==> src/rtl/pba_pkg.sv <==
// ---------------------------------------------------------------------------
// pba_pkg: shared types and constants for the block pool allocator
// Field widths, controller states, request modes, register indexes and the
// divider request and response groups.
// ---------------------------------------------------------------------------
package pba_pkg;

  localparam int unsigned MaxBlocksDef = 256;
  localparam int unsigned OwnerBitsDef = 32;

  localparam int unsigned ByteW   = 21;
  localparam int unsigned ZoneW   = 9;
  localparam int unsigned ModeW   = 2;
  localparam int unsigned BlkW    = 8;
  localparam int unsigned FreeW   = 9;
  localparam int unsigned CfgIdxW = 3;
  localparam int unsigned DivW    = ByteW + 1;

  localparam logic [CfgIdxW-1:0] CFG_POOL_BYTES  = 3'd0;
  localparam logic [CfgIdxW-1:0] CFG_BLOCK_BYTES = 3'd1;
  localparam logic [CfgIdxW-1:0] CFG_ZONE_COUNT  = 3'd2;
  localparam logic [CfgIdxW-1:0] CFG_ZONES_EN    = 3'd3;

  typedef enum logic [ModeW-1:0] {
    MODE_ALLOC = 2'd0,
    MODE_ONE   = 2'd1,
    MODE_FREE  = 2'd2,
    MODE_NONE  = 2'd3
  } mode_e;

  typedef enum logic [3:0] {
    S_CLEAR,
    S_IDLE,
    S_DIVN,
    S_DISP,
    S_DIVR,
    S_DIVZ,
    S_DIVD,
    S_DIVQ,
    S_MUL,
    S_SCANI,
    S_SCAN,
    S_FILL,
    S_GRANT,
    S_FREE,
    S_DONE
  } state_e;

  typedef struct packed {
    logic            start;
    logic [DivW-1:0] num;
    logic [DivW-1:0] den;
  } div_req_t;

  typedef struct packed {
    logic            busy;
    logic            done;
    logic [DivW-1:0] quo;
  } div_rsp_t;

endpackage

==> src/rtl/pba_ctrl.sv <==
// ---------------------------------------------------------------------------
// pba_ctrl: allocator sequencer
// Holds configuration and counters, derives block count and run length
// through the divider, scans the block memory for a first fit, fills or
// frees runs, and issues one result per request.
// ---------------------------------------------------------------------------
module pba_ctrl #(
  parameter int unsigned MaxBlocks = pba_pkg::MaxBlocksDef,
  parameter int unsigned OwnerBits = pba_pkg::OwnerBitsDef
) (
  input  logic                          clk_i,
  input  logic                          rst_ni,
  input  logic                          start,
  output logic                          busy,
  input  logic [pba_pkg::ModeW-1:0]     mode_i,
  input  logic [pba_pkg::ByteW-1:0]     request_bytes_i,
  input  logic [pba_pkg::BlkW-1:0]      release_block_i,
  input  logic                          cfg_valid_i,
  output logic                          cfg_ready_o,
  input  logic [pba_pkg::CfgIdxW-1:0]   cfg_index_i,
  input  logic [pba_pkg::ByteW-1:0]     cfg_data_i,
  output logic                          done_o,
  output logic                          ok_o,
  output logic [pba_pkg::BlkW-1:0]      start_block_o,
  output logic [pba_pkg::ByteW-1:0]     granted_bytes_o,
  output logic [pba_pkg::FreeW-1:0]     free_blocks_o,
  output logic [pba_pkg::ByteW-1:0]     used_bytes_o,
  output pba_pkg::div_req_t             div_req_o,
  input  pba_pkg::div_rsp_t             div_rsp_i,
  output logic                          mem_we_o,
  output logic [$clog2(MaxBlocks)-1:0]  mem_waddr_o,
  output logic [OwnerBits:0]            mem_wdata_o,
  output logic                          mem_re_o,
  output logic [$clog2(MaxBlocks)-1:0]  mem_raddr_o,
  input  logic [OwnerBits:0]            mem_rdata_i
);
  import pba_pkg::*;

  localparam int unsigned AW = $clog2(MaxBlocks);
  localparam int unsigned CW = $clog2(MaxBlocks + 1);
  localparam int unsigned SW = CW + DivW;

  state_e state_q, state_d;

  logic [ByteW-1:0]     pool_q, pool_d;
  logic [ByteW-1:0]     blk_q, blk_d;
  logic [ZoneW-1:0]     zcnt_q, zcnt_d;
  logic                 zen_q, zen_d;

  mode_e                mode_q, mode_d;
  logic [ByteW-1:0]     req_q, req_d;
  logic [BlkW-1:0]      rel_q, rel_d;

  logic [ByteW-1:0]     b_q, b_d;
  logic [CW-1:0]        n_q, n_d;
  logic [DivW-1:0]      r_q, r_d;
  logic [CW-1:0]        z_q, z_d;
  logic [DivW-1:0]      dv_q, dv_d;
  logic [DivW-1:0]      qt_q, qt_d;
  logic [SW-1:0]        s_q, s_d;

  logic [CW-1:0]        used_q, used_d;
  logic [ByteW-1:0]     bytes_q, bytes_d;
  logic [OwnerBits-1:0] owner_q, owner_d;

  logic [CW-1:0]        ra_q, ra_d;
  logic                 pv_q, pv_d;
  logic [AW-1:0]        pj_q, pj_d;
  logic [AW-1:0]        cand_q, cand_d;
  logic [CW-1:0]        len_q, len_d;
  logic [CW-1:0]        wk_q, wk_d;
  logic [OwnerBits-1:0] id_q, id_d;
  logic                 first_q, first_d;
  logic [AW-1:0]        clr_q, clr_d;
  logic                 issued_q, issued_d;

  logic                 ok_q, ok_d;
  logic [AW-1:0]        start_q, start_d;
  logic [ByteW-1:0]     gr_q, gr_d;

  logic [ZoneW-1:0]     zones;
  logic [CW-1:0]        free_now;
  logic                 rd_used;
  logic [OwnerBits-1:0] rd_owner;
  logic                 cfg_hit;
  logic [ByteW+CW-1:0]  grant_prod;

  assign zones      = (zcnt_q == '0) ? ZoneW'(1) : zcnt_q;
  assign free_now   = n_q - used_q;
  assign rd_used    = mem_rdata_i[OwnerBits];
  assign rd_owner   = mem_rdata_i[OwnerBits-1:0];
  // hold off a register write while a request transfer is offered
  assign cfg_ready_o = ((state_q == S_IDLE) && !start) || (state_q == S_CLEAR);
  assign cfg_hit    = cfg_valid_i && cfg_ready_o && (cfg_index_i <= CFG_ZONES_EN);
  assign grant_prod = b_q * r_q[CW-1:0];

  always_comb begin
    state_d  = state_q;
    pool_d   = pool_q;
    blk_d    = blk_q;
    zcnt_d   = zcnt_q;
    zen_d    = zen_q;
    mode_d   = mode_q;
    req_d    = req_q;
    rel_d    = rel_q;
    b_d      = b_q;
    n_d      = n_q;
    r_d      = r_q;
    z_d      = z_q;
    dv_d     = dv_q;
    qt_d     = qt_q;
    s_d      = s_q;
    used_d   = used_q;
    bytes_d  = bytes_q;
    owner_d  = owner_q;
    ra_d     = ra_q;
    pv_d     = 1'b0;
    pj_d     = pj_q;
    cand_d   = cand_q;
    len_d    = len_q;
    wk_d     = wk_q;
    id_d     = id_q;
    first_d  = first_q;
    clr_d    = clr_q;
    issued_d = issued_q;
    ok_d     = ok_q;
    start_d  = start_q;
    gr_d     = gr_q;

    div_req_o.start = 1'b0;
    div_req_o.num   = '0;
    div_req_o.den   = DivW'(1);
    mem_we_o    = 1'b0;
    mem_waddr_o = '0;
    mem_wdata_o = '0;
    mem_re_o    = 1'b0;
    mem_raddr_o = ra_q[AW-1:0];

    unique case (state_q)
      S_CLEAR: begin
        mem_we_o    = 1'b1;
        mem_waddr_o = clr_q;
        clr_d       = clr_q + 1'b1;
        if (clr_q == AW'(MaxBlocks - 1)) begin
          state_d = S_IDLE;
        end
      end
      S_IDLE: begin
        if (start) begin
          mode_d  = mode_e'(mode_i);
          req_d   = request_bytes_i;
          rel_d   = release_block_i;
          ok_d    = 1'b0;
          start_d = '0;
          gr_d    = '0;
          b_d     = (blk_q > pool_q) ? pool_q : blk_q;
          if (((blk_q > pool_q) ? pool_q : blk_q) == '0) begin
            n_d     = '0;
            state_d = S_DISP;
          end else begin
            state_d = S_DIVN;
          end
        end
      end
      S_DIVN, S_DIVR, S_DIVZ, S_DIVD, S_DIVQ: begin
        unique case (state_q)
          S_DIVN: begin
            div_req_o.num = DivW'(pool_q);
            div_req_o.den = DivW'(b_q);
          end
          S_DIVR: begin
            div_req_o.num = DivW'(req_q) + DivW'(b_q) - DivW'(1);
            div_req_o.den = DivW'(b_q);
          end
          S_DIVZ: begin
            div_req_o.num = DivW'(n_q);
            div_req_o.den = DivW'(zones);
          end
          S_DIVD: begin
            div_req_o.num = DivW'(z_q);
            div_req_o.den = DivW'(zones);
          end
          default: begin
            div_req_o.num = r_q - DivW'(1);
            div_req_o.den = dv_q;
          end
        endcase
        div_req_o.start = !issued_q;
        issued_d        = 1'b1;
        if (div_rsp_i.done) begin
          issued_d = 1'b0;
          unique case (state_q)
            S_DIVN: begin
              n_d = (div_rsp_i.quo > DivW'(MaxBlocks)) ? CW'(MaxBlocks)
                                                       : CW'(div_rsp_i.quo);
              state_d = S_DISP;
            end
            S_DIVR: begin
              r_d = div_rsp_i.quo;
              if (DivW'(free_now) < div_rsp_i.quo) begin
                state_d = S_DONE;
              end else if (zen_q) begin
                state_d = S_DIVZ;
              end else if (div_rsp_i.quo == '0) begin
                // empty request still takes an owner id
                owner_d = owner_q + 1'b1;
                ok_d    = 1'b1;
                state_d = S_DONE;
              end else begin
                s_d     = '0;
                state_d = S_SCANI;
              end
            end
            S_DIVZ: begin
              z_d     = CW'(div_rsp_i.quo);
              state_d = S_DIVD;
            end
            S_DIVD: begin
              dv_d = div_rsp_i.quo;
              if (r_q == '0 || r_q > DivW'(z_q) || div_rsp_i.quo == '0) begin
                state_d = S_DONE;
              end else begin
                state_d = S_DIVQ;
              end
            end
            default: begin
              qt_d    = div_rsp_i.quo;
              state_d = S_MUL;
            end
          endcase
        end
      end
      S_DISP: begin
        unique case (mode_q)
          MODE_ALLOC: begin
            state_d = (n_q == '0) ? S_DONE : S_DIVR;
          end
          MODE_ONE: begin
            if (used_q < n_q) begin
              r_d     = DivW'(1);
              s_d     = '0;
              state_d = S_SCANI;
            end else begin
              state_d = S_DONE;
            end
          end
          MODE_FREE: begin
            if (32'(rel_q) < 32'(n_q)) begin
              ra_d    = CW'(rel_q);
              first_d = 1'b1;
              state_d = S_FREE;
            end else begin
              state_d = S_DONE;
            end
          end
          default: begin
            state_d = S_DONE;
          end
        endcase
      end
      S_MUL: begin
        s_d     = SW'(z_q * qt_q);
        state_d = S_SCANI;
      end
      S_SCANI: begin
        if (s_q >= SW'(n_q)) begin
          state_d = S_DONE;
        end else begin
          ra_d    = CW'(s_q);
          cand_d  = AW'(s_q);
          len_d   = '0;
          state_d = S_SCAN;
        end
      end
      S_SCAN: begin
        // stream reads; data for pj_q arrives in the cycle after its address
        if (ra_q < n_q) begin
          mem_re_o = 1'b1;
          ra_d     = ra_q + 1'b1;
          pv_d     = 1'b1;
          pj_d     = ra_q[AW-1:0];
        end
        if (pv_q) begin
          if (rd_used) begin
            cand_d = pj_q + 1'b1;
            len_d  = '0;
          end else if (DivW'(len_q) + DivW'(1) == r_q) begin
            owner_d = owner_q + 1'b1;
            id_d    = owner_q + 1'b1;
            wk_d    = '0;
            state_d = S_FILL;
          end else begin
            len_d = len_q + 1'b1;
          end
        end else if (ra_q >= n_q) begin
          state_d = S_DONE;
        end
      end
      S_FILL: begin
        mem_we_o    = 1'b1;
        mem_waddr_o = cand_q + wk_q[AW-1:0];
        mem_wdata_o = {1'b1, id_q};
        wk_d        = wk_q + 1'b1;
        if (DivW'(wk_q) + DivW'(1) == r_q) begin
          used_d  = used_q + r_q[CW-1:0];
          state_d = S_GRANT;
        end
      end
      S_GRANT: begin
        gr_d    = grant_prod[ByteW-1:0];
        bytes_d = bytes_q + grant_prod[ByteW-1:0];
        ok_d    = 1'b1;
        start_d = cand_q;
        state_d = S_DONE;
      end
      S_FREE: begin
        if (ra_q < n_q) begin
          mem_re_o = 1'b1;
          ra_d     = ra_q + 1'b1;
          pv_d     = 1'b1;
          pj_d     = ra_q[AW-1:0];
        end
        if (pv_q) begin
          if (rd_used && (first_q || rd_owner == id_q)) begin
            mem_we_o    = 1'b1;
            mem_waddr_o = pj_q;
            used_d      = used_q - 1'b1;
            bytes_d     = bytes_q - b_q;
            first_d     = 1'b0;
            if (first_q) begin
              id_d = rd_owner;
            end
          end else begin
            ok_d    = !first_q;
            state_d = S_DONE;
          end
        end else if (ra_q >= n_q) begin
          ok_d    = !first_q;
          state_d = S_DONE;
        end
      end
      S_DONE: begin
        state_d = S_IDLE;
      end
      default: begin
        state_d = S_IDLE;
      end
    endcase

    // a write to any of the four registers re-initializes the pool
    if (cfg_hit) begin
      unique case (cfg_index_i)
        CFG_POOL_BYTES:  pool_d = cfg_data_i;
        CFG_BLOCK_BYTES: blk_d  = cfg_data_i;
        CFG_ZONE_COUNT:  zcnt_d = cfg_data_i[ZoneW-1:0];
        default:         zen_d  = cfg_data_i[0];
      endcase
      clr_d   = '0;
      owner_d = '0;
      used_d  = '0;
      bytes_d = '0;
      state_d = S_CLEAR;
    end
  end

  always_ff @(posedge clk_i or negedge rst_ni) begin
    if (!rst_ni) begin
      state_q  <= S_CLEAR;
      pool_q   <= '0;
      blk_q    <= '0;
      zcnt_q   <= ZoneW'(1);
      zen_q    <= 1'b0;
      used_q   <= '0;
      bytes_q  <= '0;
      owner_q  <= '0;
      clr_q    <= '0;
      issued_q <= 1'b0;
      pv_q     <= 1'b0;
      ok_q     <= 1'b0;
      start_q  <= '0;
      gr_q     <= '0;
      n_q      <= '0;
    end else begin
      state_q  <= state_d;
      pool_q   <= pool_d;
      blk_q    <= blk_d;
      zcnt_q   <= zcnt_d;
      zen_q    <= zen_d;
      used_q   <= used_d;
      bytes_q  <= bytes_d;
      owner_q  <= owner_d;
      clr_q    <= clr_d;
      issued_q <= issued_d;
      pv_q     <= pv_d;
      ok_q     <= ok_d;
      start_q  <= start_d;
      gr_q     <= gr_d;
      n_q      <= n_d;
    end
  end

  always_ff @(posedge clk_i) begin
    mode_q  <= mode_d;
    req_q   <= req_d;
    rel_q   <= rel_d;
    b_q     <= b_d;
    r_q     <= r_d;
    z_q     <= z_d;
    dv_q    <= dv_d;
    qt_q    <= qt_d;
    s_q     <= s_d;
    ra_q    <= ra_d;
    pj_q    <= pj_d;
    cand_q  <= cand_d;
    len_q   <= len_d;
    wk_q    <= wk_d;
    id_q    <= id_d;
    first_q <= first_d;
  end

  assign busy            = (state_q != S_IDLE);
  assign done_o          = (state_q == S_DONE);
  assign ok_o            = ok_q;
  assign start_block_o   = BlkW'(start_q);
  assign granted_bytes_o = gr_q;
  assign free_blocks_o   = FreeW'(free_now);
  assign used_bytes_o    = bytes_q;

endmodule

==> config.mk <==
export PLATFORM = sky130hd
export DESIGN_NAME = pba_ctrl
export DESIGN_NICKNAME = d
export VERILOG_FILES = /design/src/rtl/pba_pkg.sv /design/src/rtl/pba_ctrl.sv
export SDC_FILE = /design/constraint.sdc
export NUM_CORES = 2
export LEC_CHECK = 0
export ABC_AREA = 1
export BUFFER_PORTS_ARGS = -buffer_cell sky130_fd_sc_hd__buf_2
export CORE_MARGIN = 1
export CORE_UTILIZATION = 30
export DETAILED_ROUTE_END_ITERATION = 10
export PLACE_DENSITY = 0.48
export SKIP_LAST_GASP = 1
export SYNTH_ARGS = -nofsm -noshare
export SYNTH_HDL_FRONTEND = slang
export SYNTH_SLANG_ARGS = --single-unit
==> constraint.sdc <==
create_clock -name clk_i -period 9.3 [get_ports clk_i]
set_input_delay 0.465 -clock clk_i [delete_from_list [all_inputs] [get_ports clk_i]]
set_output_delay 0.465 -clock clk_i [all_outputs]
set_load 0.02 [all_outputs]
==> run summary <==
The die area came out at 0.121 sq mm. Compared with the post-synthesis result, the final layout area differs by 13.7%. The initial antenna violation count is 3. The largest net degree at the start of global routing is 77. The number of enable-type register cells in the synthesized netlist came out at 234. The number of buffers created by CTS is 50. The part of the Yosys area used for sequential elements came out at 31.3%.

The clock-pin slew on the worst setup and hold paths is 0.06 ns. The total clock sinks came out at 401. The register bit count reported by yosys came out at 401.

The signal arrival time at the worst endpoint is 7.89 ns. The number of slew-limit violations in the final report was 0. The number of hold violations in the final report was 0. The clock tree synthesis step divided the H-tree into 2 levels. The number of gates resized after CTS was 0. Setup repair after global routing left no endpoint under its margin. The post-detailed-route count of antenna-violating nets came out at 0.

The quantity of I/O buffers inserted on ports is 273. The number of standard-cell rows in the floorplan came out at 126. Static timing analysis puts the maximum clock frequency at 137 MHz. TritonCTS built the clock tree. The HPWL after detailed placement came out at 96200 um. The overall die height is 348 um. The total negative setup slack came out at 0 ns. The share of final-layout standard cells stronger than drive strength 1 came out at 10.0%. The run finished with clean final reports. Sorting the synthesized cells by area gives the leading types as edfxtp_1 20%, fa_1 14%, nand2_1 12%.

In the synthesized netlist, the cells that appear most often are 1118 x nand2_1, 903 x inv_1, 302 x nor2_1. The clock latency reported for the late side of the worst-skew pair is 0.65 ns. STA classifies the critical path startpoint as a register. The critical-path cell with the highest stage delay is edfxtp_1.

The iteration-0 DRC count of the detailed router is 1958. Global routing consumed, over all layers together, 19.9% of the routing resources. STA classifies the critical path endpoint as a register. The initial core utilization came out at 30.3%. The unique cell type count in the Yosys netlist came out at 67.

Setup slack on the worst reg-to-reg path comes out at 1.98 ns. The biggest cell delay along the critical path came out at 1.10 ns. The count of endpoints failing setup in the final report is 0. Summed over all instances, the cell type with the most area after synthesis is edfxtp_1. In this run the clock root is driven by a clkbuf_16. The maximum fanout encountered on the critical timing path is 22. The number of instances in the synthesized netlist is 4576. The number of cells traversed by the worst hold path is 1.

The average wire per standard cell is 19.0 um. Wires add up to 121000 um. The clock skew after layout came out at 0.0319 ns.

The final critical path takes up 78.7% of the cycle. At the end of routability-driven placement, the weighted congestion stood at 0.927. The number of vias in the routed layout came out at 30524. The top cell type's share of synthesized area came out at 19.6%. The count of maximum capacitance violations is 0. The post-synth net total came out at 5180.

The worst hold path belongs to the class input pin to register. The sequential cell area is 0.0112 sq mm. The width of the die came out at 348 um. The endpoint identified for the worst register-to-register timing path is used_bytes_o[20].

In this run the deepest clock path goes through 3 buffers. The number of global-route vias before repair was 30436. The summed instance area of the synthesized netlist came out at 0.0358 sq mm. The startpoint identified for the worst register-to-register timing path is r_q[4]. The data required time at the worst endpoint came out at 9.87 ns. The first-pass GRT wire length came out at 184000 um. The kind of critical path is register to register. The number of filler instances in the final layout came out at 12615.

The number of buffers and inverters on the critical path is 4. During I/O placement, the number of pins put on the boundary was 275. The via-per-instance ratio is 4.78.

The cell depth of the worst flop-to-flop path is 34. The relative slew slack came out at 24.2%. The share of flip-flops with an asynchronous set or reset after synthesis came out at 41.6%. The total number of yosys warnings is 0. The number of iterations in the first detailed-routing pass is 5.

The most instantiated library cell after synthesis is nand2_1. The per-instance average area after synthesis came out at 7.83 sq um. The worst hold path terminates at rel_q[6]. In this run the most critical hold path is launched from release_block_i[6]. The cell that appears most often on the critical path is nand2_1. For the finished layout, the period the worst path requires is 7.32 ns. For the pin with the worst max-slew slack, the measured transition is 1.14 ns.

The multi-input gate area in the final layout is 0.0205 sq mm. The final routed DRC violation total is 0. On the critical path the largest part of the delay comes from adder cells. After global routing the overflow that remains totals 0. The most used flip-flop cell after synthesis is edfxtp_1. The area of the core region is 0.118 sq mm.

The layout net count came out at 5404.
## how the worst max path moves through the flow
| stage | startpoint | end | slack (ns) | depth (start not counted) |
|---|---|---|---|---|
| 6_report | r_q[4] | used_bytes_o[20] | 1.98 | 34 |
| 3_5_place_dp | r_q[4] | used_bytes_o[20] | 2.03 | 34 |
| 2_1_floorplan | r_q[1] | used_bytes_o[20] | 2.79 | 37 |
| 5_1_grt | r_q[1] | used_bytes_o[19] | 1.51 | 35 |
| 4_1_cts | r_q[4] | used_bytes_o[20] | 1.99 | 34 |
| 3_3_place_gp | r_q[4] | used_bytes_o[20] | 2.09 | 34 |
## cell families (layout without fill, tap and decap cells)
group           Yosys count  in the layout  synth area share (%)
xor+xnor                139            139                  3.42
buf+inv                1082           1348                  11.6
fa+ha+maj               488            488                  22.2
simple gates           1814           1814                  21.4
mux                       1              1                0.0279
other cells               0              2                     0
flops                   401            401                  31.3
compound gates          651            651                  10.1
## area by class of cell
class	count	area share [%]
Inverter	919	8.46
Multi-Input combinational cell	3093	50.4
Sequential cell	401	27.5
Clock inverter	30	0.853
Tap cell	1536	4.72
Clock buffer	64	3.40
Antenna cell	2	0.0123
Timing Repair Buffer	335	4.69
## metrics by stage
stage	cells	setup WS [ns]	hold WS (ns)	area [sq um]	utilization, %
floorplan	4576	2.79	0.169	35800	-
global placement	6256	2.09	0.461	38700	32.8
detailed placement	6256	2.03	0.457	38700	32.8
CTS	6378	1.99	0.000319	40800	34.5
global route	6379	1.51	0.00185	40800	34.5
finish	6380	1.98	0.0236	40800	34.5
## metal layers
metal	up-vias	global-route usage, %	part of all wire, %
met1	14662	26.6	45
met3	128	2.63	5.3
met5	-	0	0
li1	14968	-	-
met2	766	33.7	47
met4	0	5.26	2.5
## what timing repair did
action,4_1_cts,5_1_grt
hold buffers,28,0
endpoints found under the hold margin,73,0
endpoints found under the setup margin,0,0
setup buffers,0,0
## state kept, by name, indices dropped and copies added, names as in the netlist, 9 cells and up
name and cells:
id_q 32, owner_q 32, s_q 31, dv_q 22
qt_q 22, r_q 22, b_q 21, blk_q 21
granted_bytes_o 21, pool_q 21, req_q 21, used_bytes_o 21
len_q 9, n_q 9, ra_q 9, used_q 9
wk_q 9, z_q 9, zcnt_q 9
## placed cells by master (no fill, tap or decap), types with 10 or more instances in the layout
master,instances
nand2_1,1118
inv_1,900
nor2_1,297
buf_2,272
fa_1,248
o21ai_0,243
ha_1,240
edfxtp_1,234
a21oi_1,204
nand3_1,187
dfrtp_1,166
xor2_1,102
o21ai_1,55
clkbuf_16,51
nand4_1,50
nor3_1,50
xnor2_1,36
buf_4,34
nor4_1,28
dlygate4sd3_1,28
o22ai_1,21
nor2_2,19
a31oi_1,18
o211ai_1,16
or2_2,16
inv_2,15
o31ai_1,13
a21o_1,12
clkinv_2,11
o221ai_1,10
a221oi_1,10
Power is not shown: default switching activity piles up to over one toggle a cycle in this logic, so the estimate is an artifact.
