--- config.mk ---
export PLATFORM = sky130hd
export DESIGN_NAME = pba_div
export DESIGN_NICKNAME = d
export VERILOG_FILES = /design/src/rtl/pba_pkg.sv /design/src/rtl/pba_div.sv
export SDC_FILE = /design/constraint.sdc
export NUM_CORES = 1
export LEC_CHECK = 0
export BUFFER_PORTS_ARGS = -buffer_cell sky130_fd_sc_hd__buf_2
export CAP_MARGIN = 0
export CORE_MARGIN = 2
export CORE_UTILIZATION = 44
export CTS_CLUSTER_DIAMETER = 200
export CTS_CLUSTER_SIZE = 28
export DETAILED_ROUTE_END_ITERATION = 12
export HOLD_SLACK_MARGIN = 0.05
export PLACE_DENSITY_LB_ADDON = 0.15
export SLEW_MARGIN = 20
export SYNTH_ARGS = -nofsm -noshare
export SYNTH_HDL_FRONTEND = slang
export SYNTH_SLANG_ARGS = --single-unit
--- constraint.sdc ---
create_clock -name clk_i -period 8 [get_ports clk_i]
set_input_delay 1.2 -clock clk_i [delete_from_list [all_inputs] [get_ports clk_i]]
set_output_delay 1.2 -clock clk_i [all_outputs]
set_load 0.01 [all_outputs]
--- src/rtl/pba_pkg.sv ---
// ---------------------------------------------------------------------------
// pba_pkg: shared types and constants for the block pool allocator
// Field widths, controller states, request modes, register indexes and the
// divider request and response groups.
// ---------------------------------------------------------------------------
package pba_pkg;

  localparam int unsigned MaxBlocksDef = 256;
  localparam int unsigned OwnerBitsDef = 32;

  localparam int unsigned ByteW   = 21;
  localparam int unsigned ZoneW   = 9;
  localparam int unsigned ModeW   = 2;
  localparam int unsigned BlkW    = 8;
  localparam int unsigned FreeW   = 9;
  localparam int unsigned CfgIdxW = 3;
  localparam int unsigned DivW    = ByteW + 1;

  localparam logic [CfgIdxW-1:0] CFG_POOL_BYTES  = 3'd0;
  localparam logic [CfgIdxW-1:0] CFG_BLOCK_BYTES = 3'd1;
  localparam logic [CfgIdxW-1:0] CFG_ZONE_COUNT  = 3'd2;
  localparam logic [CfgIdxW-1:0] CFG_ZONES_EN    = 3'd3;

  typedef enum logic [ModeW-1:0] {
    MODE_ALLOC = 2'd0,
    MODE_ONE   = 2'd1,
    MODE_FREE  = 2'd2,
    MODE_NONE  = 2'd3
  } mode_e;

  typedef enum logic [3:0] {
    S_CLEAR,
    S_IDLE,
    S_DIVN,
    S_DISP,
    S_DIVR,
    S_DIVZ,
    S_DIVD,
    S_DIVQ,
    S_MUL,
    S_SCANI,
    S_SCAN,
    S_FILL,
    S_GRANT,
    S_FREE,
    S_DONE
  } state_e;

  typedef struct packed {
    logic            start;
    logic [DivW-1:0] num;
    logic [DivW-1:0] den;
  } div_req_t;

  typedef struct packed {
    logic            busy;
    logic            done;
    logic [DivW-1:0] quo;
  } div_rsp_t;

endpackage

--- src/rtl/pba_div.sv ---
// ---------------------------------------------------------------------------
// pba_div: serial restoring divider
// One quotient bit per cycle. The divisor must be nonzero.
// ---------------------------------------------------------------------------
module pba_div (
  input  logic               clk_i,
  input  logic               rst_ni,
  input  pba_pkg::div_req_t  req_i,
  output pba_pkg::div_rsp_t  rsp_o
);
  import pba_pkg::*;

  localparam int unsigned CntW = $clog2(DivW + 1);

  logic [CntW-1:0] cnt_q, cnt_d;
  logic [DivW-1:0] rem_q, rem_d;
  logic [DivW-1:0] quo_q, quo_d;
  logic [DivW-1:0] den_q, den_d;
  logic            done_q, done_d;
  logic [DivW:0]   shifted;

  always_comb begin
    cnt_d   = cnt_q;
    rem_d   = rem_q;
    quo_d   = quo_q;
    den_d   = den_q;
    done_d  = 1'b0;
    shifted = {rem_q, quo_q[DivW-1]};
    if (cnt_q != '0) begin
      if (shifted >= {1'b0, den_q}) begin
        rem_d = DivW'(shifted - {1'b0, den_q});
        quo_d = {quo_q[DivW-2:0], 1'b1};
      end else begin
        rem_d = shifted[DivW-1:0];
        quo_d = {quo_q[DivW-2:0], 1'b0};
      end
      cnt_d = cnt_q - 1'b1;
      if (cnt_q == CntW'(1)) begin
        done_d = 1'b1;
      end
    end else if (req_i.start) begin
      rem_d = '0;
      quo_d = req_i.num;
      den_d = req_i.den;
      cnt_d = CntW'(DivW);
    end
  end

  always_ff @(posedge clk_i or negedge rst_ni) begin
    if (!rst_ni) begin
      cnt_q  <= '0;
      done_q <= 1'b0;
    end else begin
      cnt_q  <= cnt_d;
      done_q <= done_d;
    end
  end

  always_ff @(posedge clk_i) begin
    rem_q <= rem_d;
    quo_q <= quo_d;
    den_q <= den_d;
  end

  assign rsp_o.busy = (cnt_q != '0);
  assign rsp_o.done = done_q;
  assign rsp_o.quo  = quo_q;

endmodule

==> results of run 1 <==
stage by stage:
| step | hold WS, ps | area, um2 | utilization | setup WS (ps) |
|---|---|---|---|---|
| finish | 476.5 | 4823 | 0.5220 | 4385 |
| global route | 504.3 | 4823 | 0.5220 | 4108 |
| CTS | 476.3 | 4820 | 0.5216 | 4325 |
| detailed placement | 460.4 | 4623 | 0.5003 | 4365 |
| global placement | 460.8 | 4623 | 0.5003 | 4467 |
| floorplan | 442.3 | 4188 | - | 4989 |
power by group through the flow:
| stage | clock network (W) | logic (W) | registers, W |
|---|---|---|---|
| after floorplan | 0 | 0.000745 | 0.000729 |
| after global placement | 0 | 0.000974 | 0.000714 |
| after detailed placement | 0 | 0.000996 | 0.000715 |
| after CTS | 0.000297 | 0.00100 | 0.000711 |
| after global routing | 0.000311 | 0.00113 | 0.000731 |
| final | 0.000288 | 0.000999 | 0.000710 |
metal layers:
layer	wire length (um)	up-vias	track usage
li1	-	1587	-
met1	4278	1511	0.2545
met2	4108	71	0.2829
met3	436	6	0.04486
met4	85	0	0.06341
met5	0	-	0
worst register-to-register path: stages (launching register included):
cell	delay [ps]
edfxtp_1	410
inv_1	80
ha_1	240
nor2b_1	160
o31ai_1	260
a31oi_1	140
or3_4	440
a2111oi_4	920
buf_4	400
mux2i_1	240
nor2_1	60
registers in the layout (all words and copies together), names as in the netlist:
name    cells
cnt_q       5
den_q      22
done_q      1
quo_q      22
rem_q      22
layout make-up:
class                      instances  area, um2  share of cell area
clock buffer                       9      123.9             0.02568
clock inverter                     7      72.57             0.01505
inverter                          28      105.1             0.02179
multi-input combinational        295       1856              0.3847
sequential                        72       2132              0.4420
tap                              129      161.4             0.03346
timing repair buffer              73      372.9             0.07730
cells in the final DEF (no fill, tap or decap), types with 6 or more instances in the layout:
| cell type | n |
|---|---|
| ha_1 | 24 |
| buf_2 | 70 |
| edfxtp_1 | 66 |
| mux2i_1 | 16 |
| a21o_1 | 6 |
| nand4_1 | 7 |
| o21ai_0 | 17 |
| dfrtp_1 | 6 |
| nor2b_1 | 8 |
| nand2_1 | 82 |
| xnor2_1 | 8 |
| clkbuf_8 | 9 |
| nor3_1 | 7 |
| nand3_1 | 9 |
| a21oi_1 | 22 |
| nor2_1 | 32 |
| inv_1 | 28 |
| xor2_1 | 10 |
kinds of logic after synthesis:
family,after synthesis,share of synthesized area
buffers and inverters,47,0.04959
muxes,16,0.03824
xor gates and xnor gates,18,0.03765
DFF,72,0.5091
AOI/OAI and AO/OA,71,0.1126
adders and majority gates,25,0.07649
and+or+nand+nor,165,0.1763
final timing paths:
path | startpoint | end | cells past startpoint
max | den_q[1]$_DFFE_PP_ | rem_q[9]$_SDFFCE_PP0P_ | 10
max reg2reg | den_q[1]$_DFFE_PP_ | rem_q[9]$_SDFFCE_PP0P_ | 10
max in group asynchronous | rst_ni | cnt_q[3]$_DFFE_PN0P_ | 1
min | cnt_q[3]$_DFFE_PN0P_ | cnt_q[3]$_DFFE_PN0P_ | 1
min reg2reg | cnt_q[3]$_DFFE_PN0P_ | cnt_q[3]$_DFFE_PN0P_ | 1
min in group asynchronous | rst_ni | cnt_q[4]$_DFFE_PN0P_ | 1
synth_stat cells (all sizes together) (2+ instances only):
cell,number,share of area
a31oi,3,0.0045
buf,6,0.013
clkbuf,13,0.012
xor2,10,0.021
inv,28,0.025
mux2i,16,0.038
a211oi,4,0.0072
xnor2,8,0.017
edfxtp,66,0.47
ha,24,0.072
nor2,33,0.030
o21ai,17,0.020
nand3,9,0.011
or3,3,0.0057
nand2,82,0.073
and3,3,0.0045
nor2b,8,0.012
nand2b,5,0.0075
a21o,6,0.011
nand4,7,0.010
a21oi,23,0.030
nor3,7,0.0084
o21a,5,0.0090
a211o,2,0.0042
a2111oi,3,0.011
o211ai,4,0.0072
nor4,2,0.0030
dfrtp,6,0.036
==> impl_results.md, run 1 <==
- Status: completed
- Routability congestion estimate: around 0.85
- Initial antenna violation count: 0
- Sequential power share: 0.356
- Die Area: roughly 0.010 mm2
- Gate Count Post-Synth: 414
- Worst R2R Setup Slack: 4380 ps
- Unique masters post-synth: between 40 and 50
- Fill cell count: between 800 and 900
- Setup TNS: 0 ps
- Drt wl/cell: ~15 um
- Leakage: between 2 and 2.5 nW
- Die Ht: 101.6 um
- Synth warn: 0
- Sw power: between 0.0008 and 0.0009 W
- Clock Pin Slew Worst Setup and Hold Paths: about 80 ps
- CTS Sinks: 72
- Total setup buffers inserted after CTS: 0
- Fin nets: roughly 550
- Share of cells above drive strength 1: 0.1942
- CP startpoint kind: flip-flop
- PD cells: slightly above 400 mW/mm2
- Vias: roughly 3200
- Area Growth Syn to Fin: 15.18%
- Max Slew Vio Count: 0
- CTS tree: built
- Hold Path Class: flip-flop to flip-flop
- Vias in the first global route: 3133
- Num CTS Buffers: 9
- Clock buffer depth: 2
- Root Buffer: clkbuf_8
- Switching share of power: 0.4034
- Mapped Area: between 0.004 and 0.005 mm2
- Net Count, Synth: 486
- Pin count of the biggest net entering global routing: approximately 50
- Clock share of power: 0.144
- Die width: 101.6 um
- Final worst path period share: 0.4519
- Type of the worst setup path: flip-flop to flip-flop
- Avg Synthesized Cell Area: a little over 10 um2
- N_diodes: 0
- Comb pwr share: 0.500
- PostCTS Resize Cnt: 0
- Worst path cell trace: inv_1, ha_1, nor2b_1, o31ai_1, a31oi_1, or3_4, a2111oi_4, buf_4, mux2i_1, nor2_1
- Buf/Inv on CP: 2
- CP max stage delay: 920 ps
- DP HPWL: between 6000 and 7000 um
- Final cell count without fillers: slightly above 600
- Slew @ Worst Pin: 978.7 ps
- Total power: ~0.0020 W
- CP top delay family: compound AO/OA/AOI/OAI gates
- Critical Path Sink Type: flip-flop
- Top FF cell, synth: edfxtp_1
- First-pass GRT wire length: roughly 15000 um
- EDFF count, synth: 66
- Core Area: between 0.009 and 0.01 mm2
- GRT Resource Usage Total: 0.1839
- Final setup fails: 0
- H-tree Lvls: 3
- CP arrival: about 3700 ps
- Sequential fraction of the synthesis area: 0.5091
- Post-route DRC: 0
- Worst-path fanout max: 17
- Port Buf Inserts: 70
- Max frequency: 276.6 MHz
- CTS Hold Bufs: 0
- Final hold vios: 0
- Internal power: about 0.0012 W
- Slowest stage cell, crit path: a2111oi_4
- Peak VDD IR: approximately 0.2 mV
- Max cap viols: 0
- Initial DRC Count: between 100 and 150
- Routed WL: 8908 um
- Fin crit period: 3615 ps
- Top Ports: 71
- Clock skew: 16.23 ps
- Starting Density: 0.4532
- Placed Instances: 597
- Clk Latency, worst-skew pair: approximately 350 ps
- Async set-reset flop share out of synthesis: 0.08333
- Synth Register Bits: between 70 and 80
- Slew Limit Headroom: 0.3468
- RSZ-0062 raised after global routing: false
- Vias per cell: between 5 and 6
- Critical Path RT: between 8000 and 9000 ps
- Total gr overflow: 0
- Antenna-violating nets left: 0
- Initial DRT Pass Iterations: 4
- Std-Cell Rows: 35
Note: power is estimated with default switching activity, not from simulation.
==> inputs of run 2 (changes only) <==
Clock period 8 ns to 3.32 ns, I/O delays scaled along.
==> run 2 against run 1 <==
Effect of this change: clock-buffer cell count rose by 1; die area did not move; flip-flop and latch count did not move; via count fell by 2.4%; clock skew fell by 0.59 ps; critical path depth fell by 1; sequential power rose by 140%.
==> impl_results.md, run 2 (synthesized netlist as in run 1, its figures left out) <==
- Antenna-violating nets left: 0 (unchanged)
- Critical Path Sink Type: flip-flop
- CTS Sinks: 72 (unchanged)
- Register area: 0.002132 mm2 (unchanged)
- Clock Pin Slew Worst Setup and Hold Paths: 90 ps (about the same)
- Clock skew: 15.64 ps (-0.5917 ps)
- Most common cell after layout, fill and taps aside: nand2_1
- Placed Instances: 600 (+0.50%)
- Pin count of the biggest net entering global routing: 49 (unchanged)
- Port Buf Inserts: 70 (unchanged)
- CP top delay family: compound AO/OA/AOI/OAI gates
- Worst-path fanout max: 14 (-3)
- Fin nets: 555 (+0.73%)
- Crit path top cell by count: nor2b_1
- CTS tree: built
- Max cap viols: 0 (unchanged)
- Hold Path Class: input port to flip-flop
- Slew @ Worst Pin: 674.5 ps (-304.2 ps)
- Num CTS Buffers: 9 (unchanged)
- Peak VDD IR: 0.4345 mV (+120%)
- Area Growth Syn to Fin: 16.52%
- Std-Cell Rows: 35 (unchanged)
- Initial antenna violation count: 0 (unchanged)
- Initial DRT Pass Iterations: 4 (unchanged)
- Area of the multi-input gates: 0.001856 mm2 (unchanged)
- RSZ-0062 raised after global routing: false
- Initial DRC Count: 100 (-29%)
- Slew Limit Headroom: 0.5503 (+0.2035)
- Setup TNS: 0 ps (unchanged)
- Status: completed
- Die Ht: 101.6 um (unchanged)
- Drt wl/cell: 14.29 um (-1.7%)
- Final core occ: 0.5281 (+0.006093)
- Core Area: 0.009240 mm2 (unchanged)
- Root Buffer: clkbuf_8
- N_diodes: 0 (unchanged)
- Total power: 0.004898 W (+150%)
- H-tree Lvls: 3 (unchanged)
- Routability congestion estimate: 0.8685 (+2.2%)
- Buf/Inv on CP: 1 (-1)
- Die width: 101.6 um (unchanged)
- Crit. Startpoint: rem_q[0]$_SDFFCE_PP0P_
- Top Ports: 71 (unchanged)
- Register-to-Register Path Depth: 9 (-1)
- Die Area: 0.01031 mm2 (unchanged)
- CP startpoint kind: flip-flop
- Share of cells above drive strength 1: 0.1967 (+0.002506)
- Placed Area: 0.004646 mm2 (+0.49%)
- Hold depth: 1 (unchanged)
- Critical Path RT: 3440 ps (-4640 ps)
- PostCTS Resize Cnt: 0 (unchanged)
- Clock buffer depth: 2 (unchanged)
- First-pass GRT wire length: 14590 um (-2.0%)
- Levels on crit path: 9 (-1)
- Type of the worst setup path: flip-flop to flip-flop
- Post-Layout Inst Area: 0.004880 mm2 (+1.2%)
- Reg2reg start: rem_q[0]$_SDFFCE_PP0P_
- Clk Latency, worst-skew pair: 350 ps (about the same)
- Most frequent cells in the layout: 82 x nand2_1, 70 x buf_2, 66 x edfxtp_1
- Slowest stage cell, crit path: or3_4
- Fin crit period: 3047 ps (-567.7 ps)
- Worst path cell trace: ha_1, nor2b_1, o31ai_1, a31oi_1, or3_4, a2111oi_4, buf_4, nor2b_1, a211oi_1
- Max frequency: 328.1 MHz (+19%)
- CP arrival: 3170 ps (-520 ps)
- Post-route DRC: 0 (unchanged)
- Max Slew Vio Count: 0 (unchanged)
- Final worst path period share: 0.9179 (+0.4660)
- PD cells: 1004 mW/mm2 (+140%)
- Total setup buffers inserted after CTS: 0 (unchanged)
- Vias per cell: 5.023 (-3.0%)
- GRT Resource Usage Total: 0.1811 (-0.002757)
- CP max stage delay: 440 ps (-480 ps)
- Starting Density: 0.4532 (unchanged)
- DP HPWL: 6402 um (+3.0%)
- Fill cell count: 855 (-3.1%)
- Vias: 3099 (-2.4%)
- Routed WL: 8815 um (-1.0%)
- Regs by FF count: den_q x22, quo_q x22, rem_q x22
- Min-delay src: req_i[18]
- Final cell count without fillers: 617 (+0.65%)
- Final hold vios: 0 (unchanged)
- Vias in the first global route: 3062 (-2.3%)
- Total gr overflow: 0 (unchanged)
- Leakage: 2.182 nW (+1.2%)
- Final setup fails: 0 (unchanged)
run 2: cell count changes in the layout (fill, tap and decap cells not counted), sizes merged:
cell | before | now
buf | 73 | 76
clkinv | 4 | 1
bufinv | 1 | 2
clkbuf | 9 | 10
dlygate4sd3 | 0 | 1
inv | 28 | 29
run 2: final cells by class:
type / instances / share of cell area
clock buffer: 10 / 0.02615
inverter: 28 / 0.02154
multi-input combinational: 295 / 0.3803
tap: 129 / 0.03308
timing repair buffer: 77 / 0.08308
sequential: 72 / 0.4369
clock inverter: 6 / 0.01897
run 2: path summary, 6_finish.rpt:
check                                         end  slack [ps]
max reg2reg                rem_q[1]$_SDFFCE_PP0P_         270
max in group asynchronous    cnt_q[3]$_DFFE_PN0P_        2670
max                        rem_q[1]$_SDFFCE_PP0P_         270
min in group asynchronous    cnt_q[0]$_DFFE_PN0P_         500
min                           den_q[18]$_DFFE_PP_         320
min reg2reg                  cnt_q[3]$_DFFE_PN0P_         480
run 2: metrics by stage:
stage               setup slack (ps)  hold WS, ps
floorplan                      561.6        202.4
global placement               420.6        327.7
detailed placement             374.0        328.8
CTS                            297.0        300.0
global route                   83.54        304.0
finish                         272.6        315.5
run 2: what timing repair did:
action                                 4_1_cts  5_1_grt
endpoints found under the hold margin        6        0
hold buffers                                 1        0
setup endpoints to repair                    0        0
run 2: where the power goes:
group	total, W	switching [W]	internal, W
Sequential	0.00171	0.000192	0.00152
Clock	0.000779	0.000351	0.000427
Combinational	0.00241	0.00139	0.00102
run 2: per-layer routing:
layer | part of all wire | GRT usage
met5 | 0 | 0
met2 | 0.46 | 0.2844
met4 | 0.015 | 0.06237
met3 | 0.031 | 0.03382
met1 | 0.50 | 0.2522
==> inputs of run 3 (changes only) <==
Settings changed: CORE_MARGIN 2 to not set.
==> run 3 against run 2 <==
Effect of this change: clock power is 2.8% higher; sequential share of layout area fell by 0.12 points; clock skew is 0.97 ps higher; largest power group unchanged.
==> impl_results.md, run 3 (synthesized netlist as in run 1, its figures left out) <==
- Status: completed
- Hold depth: 1 (unchanged)
- Max Slew Vio Count: 0 (unchanged)
- Slew Limit Headroom: 0.5617 (+0.01135)
- First-pass GRT wire length: 14630 um (+0.33%)
- Most frequent cells in the layout: 82 x nand2_1, 70 x buf_2, 66 x edfxtp_1
- Routability congestion estimate: 0.8569 (-1.3%)
- Fin nets: 556 (+0.18%)
- CP arrival: 3150 ps (-20 ps)
- Sw power: 0.001964 W (+1.5%)
- CTS Sinks: 72 (unchanged)
- Post-Layout Inst Area: 0.004893 mm2 (+0.28%)
- Switching share of power: 0.3981 (+0.002918)
- Leakage: 2.195 nW (+0.58%)
- Clock share of power: 0.162 (+0.003)
- RSZ-0062 raised after global routing: false
- PD cells: 1008 mW/mm2 (+0.47%)
- Area Growth Syn to Fin: 16.85%
- Placed Area: 0.004653 mm2 (+0.16%)
- Drt wl/cell: 14.31 um (+0.18%)
- Top Ports: 71 (unchanged)
- PostCTS Resize Cnt: 0 (unchanged)
- CP startpoint kind: flip-flop
- Final setup fails: 0 (unchanged)
- Root Buffer: clkbuf_8
- Sequential power share: 0.348 (about the same)
- Total setup buffers inserted after CTS: 0 (unchanged)
- Worst path cell trace: inv_1, ha_1, nor2b_1, o31ai_1, a31oi_1, or3_4, a2111oi_4, buf_4, mux2i_1, nor2_1
- Worst R2R Setup Slack: 300 ps (+30 ps)
- Core Area: 0.009240 mm2 (unchanged)
- Final setup margin: 298.2 ps (+25.62 ps)
- Min-delay src: req_i[21]
- CP max stage delay: 440 ps (about the same)
- Starting Density: 0.4532 (unchanged)
- Comb pwr share: 0.489 (-0.003)
- Peak VDD IR: 0.4568 mV (+5.1%)
- CTS tree: built
- Setup TNS: 0 ps (unchanged)
- Final worst path period share: 0.9102 (-0.007718)
- CP top delay family: compound AO/OA/AOI/OAI gates
- Most common cell after layout, fill and taps aside: nand2_1
- Initial DRT Pass Iterations: 4 (unchanged)
- Clk Latency, worst-skew pair: 370 ps (+20 ps)
- Fin crit period: 3022 ps (-25.62 ps)
- Pin count of the biggest net entering global routing: 49 (unchanged)
- Initial DRC Count: 117 (+17%)
- GRT Resource Usage Total: 0.1908 (+0.009671)
- Max frequency: 330.9 MHz (+0.85%)
- Critical Path Sink Type: flip-flop
- Regs by FF count: den_q x22, quo_q x22, rem_q x22
- DP HPWL: 6407 um (about the same)
- Vias in the first global route: 3054 (-0.26%)
- Clock buffer depth: 2 (unchanged)
- Slowest stage cell, crit path: or3_4
- Worst-path fanout max: 14 (unchanged)
- Hold Path End: den_q[21]$_DFFE_PP_
- Critical Path RT: 3440 ps (about the same)
- Routed WL: 8845 um (+0.34%)
- Antenna-violating nets left: 0 (unchanged)
- Type of the worst setup path: flip-flop to flip-flop
- Max cap viols: 0 (unchanged)
- Internal power: 0.002971 W (+0.27%)
- Die Area: 0.009912 mm2 (-3.9%)
- Vias per cell: 5.042 (+0.39%)
- Die width: 99.56 um (-2.0%)
- Std-Cell Rows: 35 (unchanged)
- Total gr overflow: 0 (unchanged)
- Worst R2R End: rem_q[4]$_SDFFCE_PP0P_
- Share of cells above drive strength 1: 0.2004 (+0.003688)
- DP Worst Slack: 283.7 ps (-90.28 ps)
- Port Buf Inserts: 70 (unchanged)
- Final hold vios: 0 (unchanged)
- H-tree Lvls: 3 (unchanged)
- Clock skew: 16.61 ps (+0.9687 ps)
- Hold Path Class: input port to flip-flop
- Vias: 3116 (+0.55%)
- Clock Pin Slew Worst Setup and Hold Paths: 90 ps (about the same)
- Fill cell count: 855 (unchanged)
- Reg2reg start: den_q[1]$_DFFE_PP_
- Register-to-Register Path Depth: 10 (+1)
- Die Ht: 99.56 um (-2.0%)
- CTS Hold Bufs: 1 (unchanged)
- Slew @ Worst Pin: 657.5 ps (-17.02 ps)
- N_diodes: 0 (unchanged)
- Post-route DRC: 0 (unchanged)
- Initial antenna violation count: 0 (unchanged)
- Num CTS Buffers: 9 (unchanged)
- Buf/Inv on CP: 2 (+1)
## run 3: cell count changes in the layout (fill, tap and decap cells not counted), sizes merged
cell,delta
clkinv,+1
buf,+1
clkbuf,-1
clkinvlp,-1
inv,+1
## run 3: through the flow
stage | hold WS [ps] | cells | total power [W] | util
floorplan | 202.4 | 414 | 0.003551 | -
global placement | 329.5 | 601 | 0.004088 | 0.5036
detailed placement | 329.3 | 601 | 0.004149 | 0.5036
CTS | 283.9 | 618 | 0.004963 | 0.5292
global route | 279.5 | 618 | 0.005329 | 0.5296
finish | 299.7 | 618 | 0.004935 | 0.5296
## run 3: how the worst max path moves through the flow
| stage | startpoint | end | slack [ps] | depth (start not counted) |
|---|---|---|---|---|
| after global routing | den_q[1]$_DFFE_PP_ | rem_q[4]$_SDFFCE_PP0P_ | 120 | 10 |
| after floorplan | rem_q[5]$_SDFFCE_PP0P_ | rem_q[10]$_SDFFCE_PP0P_ | 560 | 11 |
| final | den_q[1]$_DFFE_PP_ | rem_q[4]$_SDFFCE_PP0P_ | 300 | 10 |
| after CTS | den_q[1]$_DFFE_PP_ | rem_q[4]$_SDFFCE_PP0P_ | 280 | 10 |
| after detailed placement | den_q[1]$_DFFE_PP_ | rem_q[4]$_SDFFCE_PP0P_ | 280 | 10 |
| after global placement | rem_q[5]$_SDFFCE_PP0P_ | rem_q[2]$_SDFFCE_PP0P_ | 400 | 9 |
## run 3: power groups by stage
| stage | Sequential, W | Combinational (W) | Clock (W) |
|---|---|---|---|
| floorplan | 0.00176 | 0.00179 | 0 |
| global placement | 0.00172 | 0.00237 | 0 |
| detailed placement | 0.00173 | 0.00242 | 0 |
| CTS | 0.00172 | 0.00243 | 0.000816 |
| global route | 0.00176 | 0.00272 | 0.000847 |
| finish | 0.00172 | 0.00241 | 0.000801 |
## run 3: layout make-up
type	count	area [um2]	share of cell area
Sequential cell	72	2132	0.4357
Multi-Input combinational cell	295	1856	0.3792
Timing Repair Buffer	78	412.9	0.08438
Tap cell	129	161.4	0.03298
Clock buffer	9	123.9	0.02531
Inverter	28	105.1	0.02148
Clock inverter	7	102.6	0.02097
## run 3: routing by layer
metal	GRT usage	routed length, um
met5	0	0
met4	0.08824	149
met3	0.04287	336
met2	0.2938	4005
met1	0.2568	4354
